## src/lws_pkg.sv

```systemverilog
// Shared types and constants of the lattice walk stepper.
package lws_pkg;

  localparam int COLS = 64;
  localparam int ROW_CAP = 64;

  localparam logic CMD_START = 1'b0;
  localparam logic CMD_STEP = 1'b1;

  localparam logic [2:0] ST_MOVED = 3'd0;
  localparam logic [2:0] ST_BLOCKED = 3'd1;
  localparam logic [2:0] ST_STUCK = 3'd2;
  localparam logic [2:0] ST_STARTED = 3'd3;
  localparam logic [2:0] ST_REJECTED = 3'd4;
  localparam logic [2:0] ST_NOT_STARTED = 3'd5;

  localparam logic [1:0] HD_UP = 2'd0;
  localparam logic [1:0] HD_LEFT = 2'd1;
  localparam logic [1:0] HD_DOWN = 2'd2;
  localparam logic [1:0] HD_RIGHT = 2'd3;

  localparam logic [1:0] CFG_GRID_SIZE = 2'd0;
  localparam logic [1:0] CFG_AVOID_MODE = 2'd1;
  localparam logic [1:0] CFG_RUN_LENGTH = 2'd2;

  typedef struct packed {
    logic        command;
    logic [15:0] random_word;
    logic [5:0]  start_row;
    logic [5:0]  start_col;
  } lws_in_t;

  typedef struct packed {
    logic [2:0] status;
    logic [5:0] row;
    logic [5:0] col;
    logic [1:0] heading;
  } lws_out_t;

  typedef struct packed {
    logic            clr;
    logic            rd_en;
    logic [5:0]      rd_row;
    logic            wr_en;
    logic [5:0]      wr_row;
    logic [COLS-1:0] wr_data;
  } lws_map_req_t;

  typedef struct packed {
    logic idle;
    logic res_valid;
  } lws_seq_st_t;

endpackage

```

## src/lws_map.sv

```systemverilog
// Visited bitmap: one row word per grid row, per-row valid bits so a clear needs no pass over the memory.
module lws_map import lws_pkg::*; #(
  parameter int ROWS = 64
) (
  input  logic            clk,
  input  logic            rst_n,
  input  lws_map_req_t    req,
  output logic [COLS-1:0] rd_data
);

  localparam int IW = (ROWS > 1) ? $clog2(ROWS) : 1;

  logic [COLS-1:0] mem [ROWS];
  logic [ROWS-1:0] row_vld_r;
  logic [ROWS-1:0] row_vld_nxt;
  logic [COLS-1:0] rd_raw_r;
  logic            rd_vld_r;
  logic [IW-1:0]   rd_idx;
  logic [IW-1:0]   wr_idx;

  assign rd_idx = req.rd_row[IW-1:0];
  assign wr_idx = req.wr_row[IW-1:0];

  always_comb begin
    row_vld_nxt = row_vld_r;
    if (req.clr) begin
      row_vld_nxt = '0;
    end
    if (req.wr_en) begin
      row_vld_nxt[wr_idx] = 1'b1;
    end
  end

  always_ff @(posedge clk) begin
    if (req.wr_en) begin
      mem[wr_idx] <= req.wr_data;
    end
    if (req.rd_en) begin
      rd_raw_r <= mem[rd_idx];
    end
  end

  always_ff @(posedge clk) begin
    if (!rst_n) begin
      row_vld_r <= '0;
      rd_vld_r <= 1'b0;
    end else begin
      row_vld_r <= row_vld_nxt;
      if (req.rd_en) begin
        rd_vld_r <= row_vld_r[rd_idx];
      end
    end
  end

  assign rd_data = rd_vld_r ? rd_raw_r : '0;

endmodule

```

## config.mk

```make
export PLATFORM = sky130hd
export DESIGN_NAME = lws_map
export DESIGN_NICKNAME = d
export VERILOG_FILES = /design/src/lws_pkg.sv /design/src/lws_map.sv
export SDC_FILE = /design/constraint.sdc
export NUM_CORES = 2
export LEC_CHECK = 0
export BUFFER_PORTS_ARGS = -buffer_cell sky130_fd_sc_hd__buf_2
export CAP_MARGIN = 20
export CORE_MARGIN = 10
export CORE_UTILIZATION = 43
export DETAILED_ROUTE_END_ITERATION = 8
export MAX_ROUTING_LAYER = met4
export RECOVER_POWER = 100
export SYNTH_ARGS = -nofsm -noshare
export SYNTH_HDL_FRONTEND = slang
export SYNTH_SLANG_ARGS = --single-unit
```

## constraint.sdc

```tcl
create_clock -name clk -period 9.8 [get_ports clk]
set_input_delay 0.98 -clock clk [delete_from_list [all_inputs] [get_ports clk]]
set_output_delay 0.98 -clock clk [all_outputs]
set_load 0.005 [all_outputs]
```

==> metrics.md <==
| Metric | Value |
|---|---|
| Fin Setup TNS | `0 ns` |
| Clock sink count | `4225` |
| CTS clk-pin slew, worst paths | `about 0.060 ns` |
| Net count, final | `6747` |
| Total gr overflow | `0` |
| Max_slew headroom | `-229%` |
| Worst min-delay path class | `in2reg` |
| Largest net degree at the start of global routing | `approximately 120` |
| Buffers added on ports | `144` |
| # IOs | `145` |
| Die footprint | `397000 sq um` |
| FP Rows | `224` |
| Worst-case reg-to-reg path depth | `3` |
| ANT nets after route | `0` |
| Final hold slack | `0.368 ns` |
| Failing checks | `capacitance limit, slew limit` |
| Antenna violations before repair | `48` |
| Most frequent cells in the layout | `4160 x edfxtp_1, 1356 x mux4_2, 443 x clkbuf_16, 301 x clkbuf_1, 100 x clkinv_1` |
| Crit share post-route | `70.6%` |
| Filler cell count | `29400` |
| Hold_sp | `req[25]` |
| Gpl congestion | `0.751` |
| RSZ-0062 raised after global routing | `false` |
| Post-synthesis sequential area ratio | `78.8%` |
| Fin. max-slew vios | `about 7300` |
| First-pass GRT wire length | `618000 um` |
| Post-Synthesis Cell Area | `160000 sq um` |
| Post-CTS resize count | `0` |
| Async set or reset register ratio after synthesis | `0%` |
| Via density | `roughly 6.2` |
| Max-cap viol count | `around 190` |
| Clk root buf | `clkbuf_16` |
| Pwr Total | `0.0375 W` |
| Leak pwr | `54.9 nW` |
| CTS Buffer Depth | `4` |
| CTS tree | `built` |
| Starting Density | `43.1%` |
| Critical Path AT | `7.47 ns` |
| Share of post-route cells with drive strength above 1 | `between 20% and 30%` |
| FF+latch count, synth | `4225` |
| Instance count of the mapped netlist | `roughly 6200` |
| Drt initial violations | `11200` |
| Worst setup path class | `in2reg` |
| Ys Warns | `0` |
| Post-CTS Setup Inserts | `0` |
| # hold bufs at CTS | `0` |
| Worst-margin pin slew | `just under 5 ns` |
| Worst Path Max Fanout | `30` |
| Post-route cell area | `181000 sq um` |
| Period minus WS final | `6.92 ns` |
| Syn_nets | `6322` |
| GRT Overall Usage | `22.8%` |
| Syn avg cell area | `25.7 sq um` |
| Clock skew | `0.0623 ns` |
| Top_reg_cell synth | `edfxtp_1` |
| Post-Route WL | `around 450000 um` |
| Startpoint Class | `input pin` |
| Number of global-route vias before repair | `74600` |
| Die width | `~630 um` |
| Power Dens Cells | `207 nW/um^2` |
| Reg2Reg Setup Slack | `7.22 ns` |
| Final Hold Vio Count | `0` |
| Die H | `630 um` |
| Htree depth | `5` |
| FF-to-FF Start | `rd_vld_r` |
| Library cells used by synthesis | `36` |
| Avg WL per Cell | `37.4 um` |
| DPL Wire Length | `215000 um` |
| Multi-input gate area | `about 33000 sq um` |
| # DRC | `0` |
| EDFF count, synth | `4160` |
| Skew-Pair Late Insertion Delay | `between 0.9 and 1 ns` |
| Commonest non-fill, non-tap cell in the layout | `edfxtp_1` |
| CTS Buf Count | `428` |
| Worst Setup End Kind | `flip-flop` |
| Total number of vias | `74400` |
| Max IR drop VDD | `156 uV` |
| Status | `finished with violations` |
| Drt first pass iters | `8` |
| Sequential cell area | `about 130000 sq um` |
| Final setup violation count | `0` |
| Hold Path End | `mem[1][25]` |
| Layout Utilization | `between 40 and 50%` |
| Placed Instance Area | `168000 sq um` |
| Hold path cells | `1` |
| Core area | `between 300000 and 400000 sq um` |
| Fmax | `between 100 and 150 MHz` |
| Data required time at the worst endpoint | `slightly above 10 ns` |
| Synthesis-to-layout area growth | `12.8%` |
| R2r endpoint | `rd_vld_r` |
==> cells by family after synthesis <==
kind of cell           Yosys count  share of synthesized area (%)
AO/OA/AOI/OAI                   79                          0.369
buffers and inverters          341                          0.893
flip-flops                    4225                           78.8
multiplexers                  1363                           19.1
AND/OR/NAND/NOR                233                          0.819
==> flip-flops by register name, indices dropped and copies added (netlist names) <==
| register | count |
|---|---|
| mem | 4096 |
| rd_raw_r | 64 |
| row_vld_r | 64 |
| rd_vld_r | 1 |
==> report_power, final <==
group	internal (W)	total, W	switching [W]	leakage (nW)
clock	0.00901	0.0157	0.00673	6.53
combinational	0.000703	0.00161	0.000912	10.4
sequential	0.0200	0.0201	0.0000619	38.0
total	0.0298	0.0375	0.00770	54.9
==> routing by layer <==
| metal | part of all wire [%] | track usage [%] | up-vias | wire length [um] |
|---|---|---|---|---|
| met4 | 2.7 | 5.43 | 0 | 12000 |
| met1 | 39 | 31.8 | 41500 | 176000 |
| met5 | 0 | - | - | 0 |
| met2 | 48 | 35.4 | 4053 | 216000 |
| li1 | - | - | 28200 | - |
| met3 | 9.8 | 4.20 | 693 | 44200 |
==> critical path, cell delays in order <==
cell and delay [ns]:
clkbuf_1 0.48, or3b_2 0.59, nor2_1 1.42, clkbuf_1 2.94, buf_4 0.96
==> layout make-up <==
cell class                      instances  area share [%]
Antenna cell                           27          0.0374
Clock buffer                          554            6.39
Clock inverter                        226            1.04
Inverter                                3         0.00623
Multi-Input combinational cell       1675            18.0
Sequential cell                      4225            69.9
Tap cell                             4972            3.44
Timing Repair Buffer                  333            1.17
==> cells in the mapped netlist, types with 2 or more instances <==
library cell	n	area (sq um)
and2_1	65	407
inv_1	3	11.3
edfxtp_1	4160	125000
buf_1	51	191
o311ai_0	2	17.5
a21oi_1	4	20.0
nand2_1	5	18.8
a22o_1	2	17.5
buf_6	3	33.8
and3_1	2	12.5
nand3b_1	5	37.5
o21a_1	63	473
nand4b_1	5	43.8
o2111ai_1	2	17.5
nor4_1	2	12.5
nand2b_1	3	18.8
mux2_2	2	22.5
buf_4	5	37.5
clkbuf_1	192	721
mux2i_1	5	50.1
nor2b_1	65	407
dfxtp_1	65	1300
nor2_1	65	244
or3b_2	4	35.0
buf_2	87	435
mux4_2	1356	30500
or2_2	2	12.5
and3b_1	3	26.3
nand3_1	5	25.0
o31ai_1	2	15.0
==> worst max-delay path by stage <==
stage          startpoint           end  slack (ns)  cells after the start
2_1_floorplan     req[70]    mem[40][0]        1.38                      3
3_5_place_dp      req[71]  rd_raw_r[24]        4.86                      6
3_3_place_gp      req[71]  rd_raw_r[24]        4.90                      6
5_1_grt           req[64]   mem[39][34]        2.81                      5
6_report          req[64]    mem[49][9]        2.88                      5
4_1_cts          rd_vld_r   rd_data[60]        5.75                      3
==> stage by stage <==
| stage | std cells | worst slack, ns |
|---|---|---|
| global route | 12000 | 2.81 |
| detailed placement | 11200 | 4.86 |
| CTS | 12000 | 5.75 |
| global placement | 11200 | 4.90 |
| finish | 12000 | 2.88 |
| floorplan | 6241 | 1.38 |
Power figures use the tool's default switching activity.
